$ cat src/sv/ipufc_pkg.sv
// Shared types, codes and constants for the IPv4/UDP frame checker.
package ipufc_pkg;

    localparam int unsigned MAX_FRAME_BYTES = 65535;
    localparam int unsigned COUNT_W         = 16;

    // Link type register codes
    localparam logic [2:0] LT_LOOPBACK = 3'd0;
    localparam logic [2:0] LT_ETHERNET = 3'd1;
    localparam logic [2:0] LT_SLIP     = 3'd2;
    localparam logic [2:0] LT_PPP      = 3'd3;

    // Status codes
    localparam logic [3:0] ST_OK         = 4'd0;
    localparam logic [3:0] ST_BAD_LINK   = 4'd1;
    localparam logic [3:0] ST_NOT_IPV4   = 4'd2;
    localparam logic [3:0] ST_SHORT      = 4'd3;
    localparam logic [3:0] ST_VERSION    = 4'd4;
    localparam logic [3:0] ST_HLEN       = 4'd5;
    localparam logic [3:0] ST_SHORT_HLEN = 4'd6;
    localparam logic [3:0] ST_CHECKSUM   = 4'd7;
    localparam logic [3:0] ST_NOT_UDP    = 4'd8;

    localparam logic [15:0] ETHERTYPE_IPV4 = 16'h0800;
    localparam logic [7:0]  PROTO_UDP      = 8'd17;
    localparam logic [3:0]  IP_VERSION     = 4'd4;
    localparam logic [5:0]  MIN_HDR_BYTES  = 6'd20;
    localparam logic [COUNT_W-1:0] MIN_IP_BYTES = COUNT_W'(28);
    localparam logic [6:0]  UDP_HDR_BYTES  = 7'd8;

    typedef struct packed {
        logic [7:0] data_byte;
        logic       last_byte;
    } in_beat_t;

    typedef struct packed {
        logic [3:0] status;
        logic [4:0] ip_start;
        logic [5:0] header_bytes;
    } out_beat_t;

    function automatic logic [4:0] link_len(input logic [2:0] lt);
        logic [4:0] len;
        case (lt)
            LT_LOOPBACK: len = 5'd4;
            LT_ETHERNET: len = 5'd14;
            LT_SLIP:     len = 5'd24;
            LT_PPP:      len = 5'd24;
            default:     len = 5'd0;
        endcase
        return len;
    endfunction

endpackage

$ cat src/sv/ipufc_hdr_check.sv
// Per-frame header state and status decision for one byte beat.
module ipufc_hdr_check import ipufc_pkg::*; (
    input  logic      aclk,
    input  logic      aresetn,
    input  logic      step_en,
    input  in_beat_t  beat,
    input  logic [2:0] link_type,
    output out_beat_t result
);

    logic [COUNT_W-1:0] byte_count_reg, byte_count_next;
    logic [15:0]        ether_kind_reg, ether_kind_next;
    logic [7:0]         version_ihl_reg, version_ihl_next;
    logic [7:0]         protocol_reg, protocol_next;
    logic [15:0]        sum_reg, sum_next;
    logic [7:0]         high_half_reg, high_half_next;

    logic [COUNT_W-1:0] pos, rel, count, ip_len;
    logic [15:0]        frame_ether, frame_sum;
    logic [7:0]         frame_vihl, frame_proto, frame_high;
    logic               supported;
    logic [4:0]         lhl;
    logic [5:0]         hdr_now, hdr;
    logic [16:0]        word_sum;
    logic [6:0]         hdr_plus_udp;
    logic [3:0]         status;

    always_comb begin
        pos       = byte_count_reg;
        supported = (link_type <= LT_PPP);
        lhl       = link_len(link_type);
        rel       = pos - COUNT_W'(lhl);
        hdr_now   = {((rel == '0) ? beat.data_byte[3:0] : version_ihl_reg[3:0]), 2'b00};
        word_sum  = {1'b0, sum_reg} + {1'b0, high_half_reg, beat.data_byte};

        count       = byte_count_reg;
        frame_ether = ether_kind_reg;
        frame_vihl  = version_ihl_reg;
        frame_proto = protocol_reg;
        frame_sum   = sum_reg;
        frame_high  = high_half_reg;

        // Hold everything once the counter has saturated
        if (pos != COUNT_W'(MAX_FRAME_BYTES)) begin
            if (pos == COUNT_W'(12)) begin
                frame_ether[15:8] = beat.data_byte;
            end else if (pos == COUNT_W'(13)) begin
                frame_ether[7:0] = beat.data_byte;
            end
            if (supported && (pos >= COUNT_W'(lhl))) begin
                if (rel == '0) begin
                    frame_vihl = beat.data_byte;
                end
                if (rel == COUNT_W'(9)) begin
                    frame_proto = beat.data_byte;
                end
                if (rel < COUNT_W'(hdr_now)) begin
                    if (!rel[0]) begin
                        frame_high = beat.data_byte;
                    end else begin
                        // end-around carry
                        frame_sum = word_sum[16] ? (word_sum[15:0] + 16'd1) : word_sum[15:0];
                    end
                end
            end
            count = pos + COUNT_W'(1);
        end

        ip_len       = count - COUNT_W'(lhl);
        hdr          = (count == COUNT_W'(lhl)) ? 6'd0 : {frame_vihl[3:0], 2'b00};
        hdr_plus_udp = {1'b0, hdr} + UDP_HDR_BYTES;

        if (!supported) begin
            status = ST_BAD_LINK;
        end else if (count < COUNT_W'(lhl)) begin
            status = ST_SHORT;
        end else if ((link_type == LT_ETHERNET) && (frame_ether != ETHERTYPE_IPV4)) begin
            status = ST_NOT_IPV4;
        end else if (ip_len < MIN_IP_BYTES) begin
            status = ST_SHORT;
        end else if (frame_vihl[7:4] != IP_VERSION) begin
            status = ST_VERSION;
        end else if (hdr < MIN_HDR_BYTES) begin
            status = ST_HLEN;
        end else if (ip_len < COUNT_W'(hdr_plus_udp)) begin
            status = ST_SHORT_HLEN;
        end else if (frame_sum != 16'hFFFF) begin
            status = ST_CHECKSUM;
        end else if (frame_proto != PROTO_UDP) begin
            status = ST_NOT_UDP;
        end else begin
            status = ST_OK;
        end

        result.status       = status;
        result.ip_start     = supported ? lhl : 5'd0;
        result.header_bytes = (supported && (count >= COUNT_W'(lhl))) ? hdr : 6'd0;

        // Clear frame state after the last beat
        if (beat.last_byte) begin
            byte_count_next  = '0;
            ether_kind_next  = '0;
            version_ihl_next = '0;
            protocol_next    = '0;
            sum_next         = '0;
            high_half_next   = '0;
        end else begin
            byte_count_next  = count;
            ether_kind_next  = frame_ether;
            version_ihl_next = frame_vihl;
            protocol_next    = frame_proto;
            sum_next         = frame_sum;
            high_half_next   = frame_high;
        end
    end

    always_ff @(posedge aclk) begin
        if (!aresetn) begin
            byte_count_reg  <= '0;
            ether_kind_reg  <= '0;
            version_ihl_reg <= '0;
            protocol_reg    <= '0;
            sum_reg         <= '0;
            high_half_reg   <= '0;
        end else if (step_en) begin
            byte_count_reg  <= byte_count_next;
            ether_kind_reg  <= ether_kind_next;
            version_ihl_reg <= version_ihl_next;
            protocol_reg    <= protocol_next;
            sum_reg         <= sum_next;
            high_half_reg   <= high_half_next;
        end
    end

endmodule

$ cat src/sv/ipv4_udp_frame_check.sv
// Top level: input beat register, link type register, frame checker and result register.
// m_valid rises once the last byte has passed the input beat register and its result is registered.
// Throughput: one byte per cycle while no last byte waits on a stalled result.
// A last byte waits in the input register only while a previous result is stalled.
// Reset (aresetn low, synchronous) clears all frame state and sets link_type to Ethernet.
module ipv4_udp_frame_check import ipufc_pkg::*; (
    input  logic      aclk,
    input  logic      aresetn,
    input  logic      s_valid,
    output logic      s_ready,
    input  in_beat_t  s_data,
    output logic      m_valid,
    input  logic      m_ready,
    output out_beat_t m_data,
    input  logic      cfg_valid,
    output logic      cfg_ready,
    input  logic [2:0] cfg_data
);

    logic [2:0] link_type_reg;
    logic       s1_valid_reg, s1_valid_next;
    in_beat_t   s1_beat_reg;
    logic       m_valid_reg, m_valid_next;
    out_beat_t  m_data_reg;
    out_beat_t  result;
    logic       advance;

    assign cfg_ready = 1'b1;

    // Non-final beats never need the result slot
    assign advance = s1_valid_reg && (!s1_beat_reg.last_byte || !m_valid_reg || m_ready);
    assign s_ready = !s1_valid_reg || advance;

    always_comb begin
        s1_valid_next = s1_valid_reg;
        if (s_valid && s_ready) begin
            s1_valid_next = 1'b1;
        end else if (advance) begin
            s1_valid_next = 1'b0;
        end

        m_valid_next = m_valid_reg;
        if (advance && s1_beat_reg.last_byte) begin
            m_valid_next = 1'b1;
        end else if (m_ready) begin
            m_valid_next = 1'b0;
        end
    end

    ipufc_hdr_check u_hdr_check (
        .aclk      (aclk),
        .aresetn   (aresetn),
        .step_en   (advance),
        .beat      (s1_beat_reg),
        .link_type (link_type_reg),
        .result    (result)
    );

    always_ff @(posedge aclk) begin
        if (!aresetn) begin
            link_type_reg <= LT_ETHERNET;
            s1_valid_reg  <= 1'b0;
            m_valid_reg   <= 1'b0;
        end else begin
            if (cfg_valid && cfg_ready) begin
                link_type_reg <= cfg_data;
            end
            s1_valid_reg <= s1_valid_next;
            m_valid_reg  <= m_valid_next;
        end
    end

    always_ff @(posedge aclk) begin
        if (s_valid && s_ready) begin
            s1_beat_reg <= s_data;
        end
        if (advance && s1_beat_reg.last_byte) begin
            m_data_reg <= result;
        end
    end

    assign m_valid = m_valid_reg;
    assign m_data  = m_data_reg;

    a_reset_link: assert property (@(posedge aclk)
        !aresetn |=> (link_type_reg == LT_ETHERNET))
        else $error("link type not Ethernet after reset");

    a_last_blocks: assert property (@(posedge aclk) disable iff (!aresetn)
        (s1_valid_reg && s1_beat_reg.last_byte && m_valid_reg && !m_ready) |-> !s_ready)
        else $error("input taken while last beat is stuck");

    a_ok_has_link: assert property (@(posedge aclk) disable iff (!aresetn)
        (m_valid_reg && (m_data_reg.status == ST_OK)) |->
        ((m_data_reg.ip_start != 5'd0) && (m_data_reg.header_bytes >= MIN_HDR_BYTES)))
        else $error("ok status with bad offsets");

    a_bad_link_zero: assert property (@(posedge aclk) disable iff (!aresetn)
        (m_valid_reg && (m_data_reg.status == ST_BAD_LINK)) |->
        ((m_data_reg.ip_start == 5'd0) && (m_data_reg.header_bytes == 6'd0)))
        else $error("bad link status with nonzero fields");

endmodule

$ cat config.mk
export PLATFORM = sky130hd
export DESIGN_NAME = ipv4_udp_frame_check
export DESIGN_NICKNAME = d
export VERILOG_FILES = /design/src/sv/ipufc_pkg.sv /design/src/sv/ipufc_hdr_check.sv /design/src/sv/ipv4_udp_frame_check.sv
export SDC_FILE = /design/constraint.sdc
export NUM_CORES = 1
export LEC_CHECK = 0
export BUFFER_PORTS_ARGS = -buffer_cell sky130_fd_sc_hd__buf_4
export CORE_ASPECT_RATIO = 0.9
export CORE_MARGIN = 3
export CORE_UTILIZATION = 40
export DETAILED_ROUTE_END_ITERATION = 16
export SYNTH_ARGS = -nofsm -noshare
export SYNTH_HDL_FRONTEND = slang
export SYNTH_SLANG_ARGS = --single-unit
$ cat constraint.sdc
create_clock -name aclk -period 12.2 [get_ports aclk]
set_input_delay 2.44 -clock aclk [delete_from_list [all_inputs] [get_ports aclk]]
set_output_delay 2.44 -clock aclk [all_outputs]
set_load 0.01 [all_outputs]
==> flow_metrics.tcl, run 1 <==
set metrics [dict create \
    yosys.cell_types.count 90 \
    synth.top_cells.by_area "dfxtp_1, edfxtp_1, nor2b_1, a22oi_1, ha_1" \
    drc 0 \
    cts_sinks 98 \
    core_area_sq_um 17700 \
    power_density_nw_per_um2 89.3 \
    synthDominantCellAreaShare_pct 21.3 \
    drive_gt1_share_pct 10.8 \
    setup_ws_ns 5.76 \
    place.detailed.hpwl_mm 14.6 \
    first_pass_iters 6 \
    syn_avg_cell_area_sq_um 8.53 \
    grt_max_degree 78 \
    grt.overflow.total 0 \
    wire_per_inst_um 17.6 \
    slew_headroom_pct 28.2 \
    grt_antenna_before_repair 0 \
    nets 902 \
    diodes 0 \
    path_max_fanout 9 \
    cts-root-buf "clkbuf_16" \
    syn_to_final_growth_pct 8.53 \
    synth_edf_count 21 \
    syn_area_sq_um 7230 \
    place_area_sq_um 7560 \
    finClkSkew_ns 0.00967 \
    grt_pass1_wl_mm 31.1 \
    synth_top_area_cell "dfxtp_1" \
    critPathBufInv 1 \
    cts_tree "built" \
    die_w_um 148 \
    fmax_mhz 155 \
    fin_crit_sh_pct 52.8 \
    postCtsSetupBuffers 0 \
    cts_resized 0 \
    h-tree-depth 3 \
    slowest_stage "or4_1" \
    io_pins 35 \
    path_class "reg -> reg" \
    vdd_drop_max_uv 66.9 \
    rrSetupSlack_ns 5.76 \
    dp_slack_ns 5.91 \
    r2r-start "link_type_reg[2]$_SDFFE_PN0P_" \
    final_area_sq_um 7850 \
    vias 6306 \
    worstPathRequired_ns 12.31 \
    leakage_nw 2.84 \
    rr_worst_depth 24 \
    cts_buffer_depth 2 \
    cp_top_family "simple AND/OR/NAND/NOR gates" \
    grt_setup_unrepaired "false" \
    gr-usage-all-layers_pct 19.5 \
    startpoint "link_type_reg[2]$_SDFFE_PN0P_" \
    synthTopCellsByCount "nor2b_1, dfxtp_1, a22oi_1" \
    dieArea_sq_um 19700 \
    place.gp.congestion 0.885 \
    hold_viol 0 \
    drt-total-wl_mm 19.2 \
    cts_made_buffers 9 \
    setup_tns_ns 0 \
    seq_area_frac_synth_pct 30.0 \
    ys_ff_latch 98 \
    status "finished, final reports clean" \
    path_depth 24 \
    setup_viol 0 \
    rows 46 \
    worstPathArrival_ns 6.55 \
    crit_end "m_data[12]$_SDFFCE_PP0P_" \
    crit_path_max_incr_delay_ns 0.62 \
    cts_hold_buf 0 \
    clk_pin_slew_worst_paths_ns 0.08 \
    tightest_slew_ns 1.07 \
    path_cells "nor2_1 > nand2_1 > nand2_1 > inv_1 > ha_1 > and2b_1 > o21ai_0 > nor4b_1 > a211o_1 > nand4_1 > or4_1 > mux2i_1 > ha_1 > nor2b_1 > o21ai_0 > nand2b_1 > a2111oi_0 > nand4_1 > nand2b_1 > nor4_1 > a41oi_1 > a211o_1 > o31ai_1 > a21oi_1" \
    synth-warning-count 0 \
    async_flop_share_pct 0 \
    yosys.cell_count.top_type "nor2b_1" \
    finalPower_mw 0.701 \
    cp-start-kind "flip-flop" \
    drt-initial-drc-count 464 \
    port_buffers 30 \
    insertion_delay_ns 0.36 \
    initial_core_util_pct 40.9 \
    maxSlewViolCount 0 \
    vias_per_cell 5.78 \
    r2r_end "m_data[12]$_SDFFCE_PP0P_" \
    drv_cap 0 \
    die_h_um 134 \
    fill_cells 1776 \
    period_minus_slack_ns 6.44 \
    synth_ff_type "dfxtp_1" \
    hp-class "reg -> reg" \
    ant_nets 0 \
    grt_pass1_vias 5709 \
    synth_cells 848 \
    worst_setup_path_end_kind "flip-flop" \
]
-- layer usage --
metal / GRT usage [%] / vias to the layer above / wire [um]
met3: 4.69 / 15 / 1340
met1: 30.1 / 2979 / 9710
met2: 27.7 / 184 / 7930
met5: 0 / - / 0
li1: - / 3128 / -
met4: 3.47 / 0 / 189
-- worst min-delay path, stage by stage, from the launching register on --
cell and delay [ns]:
dfxtp_1 0.35, mux2i_1 0.08, nand2_1 0.06
-- final cells by class --
| type | instances | area [sq um] | area share, % |
|---|---|---|---|
| multi-input cells | 684 | 4760 | 60.7 |
| flip-flops and latches | 98 | 2170 | 27.7 |
| well taps | 240 | 300 | 3.82 |
| repair buffers | 32 | 240 | 3.06 |
| clock buffers | 9 | 225 | 2.87 |
| inverters | 21 | 78.8 | 1.00 |
| clock inverters | 7 | 70.1 | 0.892 |
-- through the flow --
stage          hold WS [ns]  instances  util [%]
6_report              0.511       1091      44.4
3_5_place_dp          0.485       1075      42.8
4_1_cts               0.504       1091      44.4
5_1_grt               0.536       1091      44.4
2_1_floorplan         0.441        850         -
3_3_place_gp          0.492       1075      42.8
-- power by group --
group          leakage [nW]  internal [mW]  total (mW)  switching [mW]
clock network         0.144          0.145       0.289           0.144
logic                  1.87         0.0275      0.0696          0.0420
registers             0.819          0.335       0.342         0.00737
-- logic make-up after synthesis --
group                      Yosys count  share of synthesized area [%]
adders and majority gates           39                           7.06
other                                2                          0.104
AOI/OAI and AO/OA                  212                           20.8
DFF                                 98                           30.0
xor gates and xnor gates            38                           4.89
buffers and inverters               68                           4.22
and+or+nand+nor                    371                           30.0
muxes                               20                           2.94
-- cells in the final DEF, fill, tap and decap left out, types with 10 or more instances in the layout --
cell type,count
dfxtp_1,77
nor2b_1,85
a22oi_1,62
inv_1,20
and3_1,13
mux2i_1,13
nand3_1,25
nand4_1,17
nor2_1,56
o21ai_0,35
nor4_1,13
xor2_1,18
a21oi_1,36
o21a_1,10
nor3_1,22
and2_1,15
ha_1,36
edfxtp_1,21
nand2_1,56
buf_4,32
xnor2_1,18
-- worst min-delay path by stage --
stage | slack (ns) | cells past startpoint | from | endpoint
2_1_floorplan | 0.44 | 2 | link_type_reg[0]$_SDFFE_PN1P_ | link_type_reg[0]$_SDFFE_PN1P_
3_3_place_gp | 0.49 | 2 | link_type_reg[0]$_SDFFE_PN1P_ | link_type_reg[0]$_SDFFE_PN1P_
3_5_place_dp | 0.48 | 2 | link_type_reg[0]$_SDFFE_PN1P_ | link_type_reg[0]$_SDFFE_PN1P_
5_1_grt | 0.54 | 2 | u_hdr_check.sum_reg[13]$_SDFFE_PN0P_ | u_hdr_check.sum_reg[13]$_SDFFE_PN0P_
4_1_cts | 0.50 | 2 | link_type_reg[0]$_SDFFE_PN1P_ | link_type_reg[0]$_SDFFE_PN1P_
6_report | 0.51 | 2 | link_type_reg[0]$_SDFFE_PN1P_ | link_type_reg[0]$_SDFFE_PN1P_
Power figures use the tool's default switching activity.
==> run 2: changes to the inputs <==
--- a/config.mk
+++ b/config.mk
@@ -5,6 +5,7 @@
 export SDC_FILE = /design/constraint.sdc
 export NUM_CORES = 1
 export LEC_CHECK = 0
+export ABC_AREA = 1
 export BUFFER_PORTS_ARGS = -buffer_cell sky130_fd_sc_hd__buf_4
 export CORE_ASPECT_RATIO = 0.9
 export CORE_MARGIN = 3
==> constraint.sdc (replaced) <==
create_clock -name aclk -period 5.8 [get_ports aclk]
set_input_delay 1.16 -clock aclk [delete_from_list [all_inputs] [get_ports aclk]]
set_output_delay 1.16 -clock aclk [all_outputs]
set_load 0.01 [all_outputs]
==> run 2 against run 1 <==
Against the previous run:
- non-clock buffer count up 2
- critical path type unchanged
- synthesized cell count rose by 42%
- critical endpoint is now m_data[11]$_SDFFCE_PP1P_
- die area is 4.4% higher
- maximum frequency grew 26%
==> flow_metrics.tcl, run 2 <==
set metrics [dict create \
    seq_area_frac_synth_pct 28.7 \
    dieArea_sq_um 20600 \
    min_from "u_hdr_check.version_ihl_reg[4]$_SDFFE_PN0P_" \
    hold_viol 0 \
    tightest_slew_ns 0.636 \
    die_w_um 151 \
    slew_headroom_pct 57.6 \
    insertion_delay_ns 0.36 \
    worstPathRequired_ns 5.93 \
    wire_per_inst_um 14.1 \
    cpMostUsedCell "nand2_1" \
    yosys.cell_count.top_type "nand2_1" \
    setup_tns_ns 0 \
    path_class "reg -> reg" \
    synthDominantCellAreaShare_pct 20.4 \
    clk_pin_slew_worst_paths_ns 0.08 \
    async_flop_share_pct 0 \
    synth_edf_count 21 \
    io_pins 35 \
    syn_avg_cell_area_sq_um 6.27 \
    finalCoreUtilization_pct 44.6 \
    place_area_sq_um 7960 \
    postCtsSetupBuffers 0 \
    final_area_sq_um 8240 \
    startpoint "link_type_reg[2]$_SDFFE_PN0P_" \
    core_area_sq_um 18500 \
    hold_path_end "u_hdr_check.version_ihl_reg[4]$_SDFFE_PN0P_" \
    gr-usage-all-layers_pct 20.4 \
    hp-class "reg -> reg" \
    path_max_fanout 16 \
    cts-root-buf "clkbuf_16" \
    drt-initial-drc-count 498 \
    die_h_um 136 \
    drt-total-wl_mm 20.6 \
    fin_crit_sh_pct 88.4 \
    power_density_nw_per_um2 182 \
    initial_core_util_pct 41.0 \
    vias 7373 \
    place.detailed.hpwl_mm 15.9 \
    cts_sinks 98 \
    h-tree-depth 3 \
    diodes 0 \
    crit_path_max_incr_delay_ns 0.58 \
    first_pass_iters 6 \
    cp-start-kind "flip-flop" \
    rr_worst_depth 27 \
    synth-warning-count 0 \
    cts_tree "built" \
    port_buffers 30 \
    rrSetupSlack_ns 0.68 \
    ys_ff_latch 98 \
    grt_pass1_wl_mm 33.4 \
    grt_pass1_vias 6567 \
    syn_to_final_growth_pct 8.93 \
    nets 1268 \
    synth_cells 1206 \
    yosys.cell_types.count 47 \
    layout_commonest_cell "nand2_1" \
    synth.top_cells.by_area "dfxtp_1, nand2_1, edfxtp_1, inv_1, a21oi_1" \
    synthTopCellsByCount "nand2_1, inv_1, nor2_1" \
    worstPathArrival_ns 5.25 \
    cts_made_buffers 9 \
    final_cell_mix "nand2_1, inv_1, nor2_1" \
    r2r_end "m_data[11]$_SDFFCE_PP1P_" \
    drc 0 \
    leakage_nw 3.81 \
    setup_viol 0 \
    synth_ff_type "dfxtp_1" \
    hold_depth 2 \
    drv_cap 0 \
    grt.overflow.total 0 \
    ant_nets 0 \
    fmax_mhz 195 \
    cts_buffer_depth 2 \
    finClkSkew_ns 0.00883 \
    cts_resized 0 \
    period_minus_slack_ns 5.12 \
    cts_hold_buf 0 \
    place.gp.congestion 0.913 \
    slowest_stage "o21ai_0" \
    grt_antenna_before_repair 0 \
    grt_setup_unrepaired "false" \
    drive_gt1_share_pct 8.13 \
    syn_area_sq_um 7560 \
    worst_setup_path_end_kind "flip-flop" \
    synth_top_area_cell "dfxtp_1" \
    status "finished, final reports clean" \
    rows 47 \
    maxSlewViolCount 0 \
    r2r-start "link_type_reg[2]$_SDFFE_PN0P_" \
    vias_per_cell 5.04 \
    grt_max_degree 51 \
    vdd_drop_max_uv 147 \
]
==> run 2: cell count changes after synthesis, sizes merged, moves of 13 or more <==
| cell | previous run | this run |
|---|---|---|
| nor2 | 57 | 127 |
| a22oi | 62 | 0 |
| inv | 21 | 171 |
| a21oi | 37 | 97 |
| nor2b | 85 | 0 |
| and2 | 17 | 1 |
| nand4 | 19 | 41 |
| and3 | 13 | 0 |
| nand3 | 27 | 93 |
| nand2 | 56 | 363 |
==> run 2: power breakdown <==
group          internal [mW]  switching (mW)
combinational         0.0609           0.123
clock                  0.299           0.299
sequential             0.706          0.0134
==> run 2: logic make-up after synthesis <==
logic type | share of synthesized area, %
AND/OR/NAND/NOR | 38.4
buffers and inverters | 11.1
AO/OA/AOI/OAI | 11.1
flip-flops | 28.7
adder cells (fa/ha/maj) | 6.75
XOR/XNOR | 3.47
multiplexers | 0.413
other | 0.0993
==> run 2: worst max path at each step <==
stage | depth (start not counted) | slack [ns] | end
floorplan | 29 | 1.47 | m_data[11]$_SDFFCE_PP1P_
global placement | 29 | 0.92 | m_data[11]$_SDFFCE_PP1P_
detailed placement | 27 | 0.74 | m_data[11]$_SDFFCE_PP1P_
CTS | 27 | 0.72 | m_data[11]$_SDFFCE_PP1P_
global route | 29 | 0.14 | m_data[11]$_SDFFCE_PP1P_
finish | 27 | 0.68 | m_data[11]$_SDFFCE_PP1P_
==> run 2: layer usage <==
layer	GRT usage, %	wire [um]
met5	0	0
met4	4.43	241
met3	3.57	1260
met2	30.3	8420
met1	30.8	10600
==> run 2: through the flow <==
stage / total power, mW / hold WS [ns] / cells / setup slack, ns
floorplan: 0.863 / 0.442 / 1208 / 1.47
global placement: 0.919 / 0.453 / 1446 / 0.924
detailed placement: 0.919 / 0.459 / 1446 / 0.741
CTS: 1.52 / 0.470 / 1462 / 0.724
global route: 1.57 / 0.481 / 1462 / 0.142
finish: 1.50 / 0.470 / 1462 / 0.675
==> run 2: layout make-up <==
class                      count  area [sq um]
sequential                    98          2170
tap                          245           307
inverter                     174           653
clock inverter                 7          58.8
fill                        1964         10200
timing repair buffer          34           255
clock buffer                   9           225
multi-input combinational    895          4570
==> run 2: critical path, delay by kind of cell, from the launching register on <==
| family | cells | cell delay [ns] |
|---|---|---|
| DFF | 1 | 0.42 |
| and+or+nand+nor | 19 | 2.46 |
| xor gates and xnor gates | 1 | 0.15 |
| adders and majority gates | 3 | 0.85 |
| AOI/OAI and AO/OA | 3 | 0.92 |
| buffers and inverters | 1 | 0.12 |
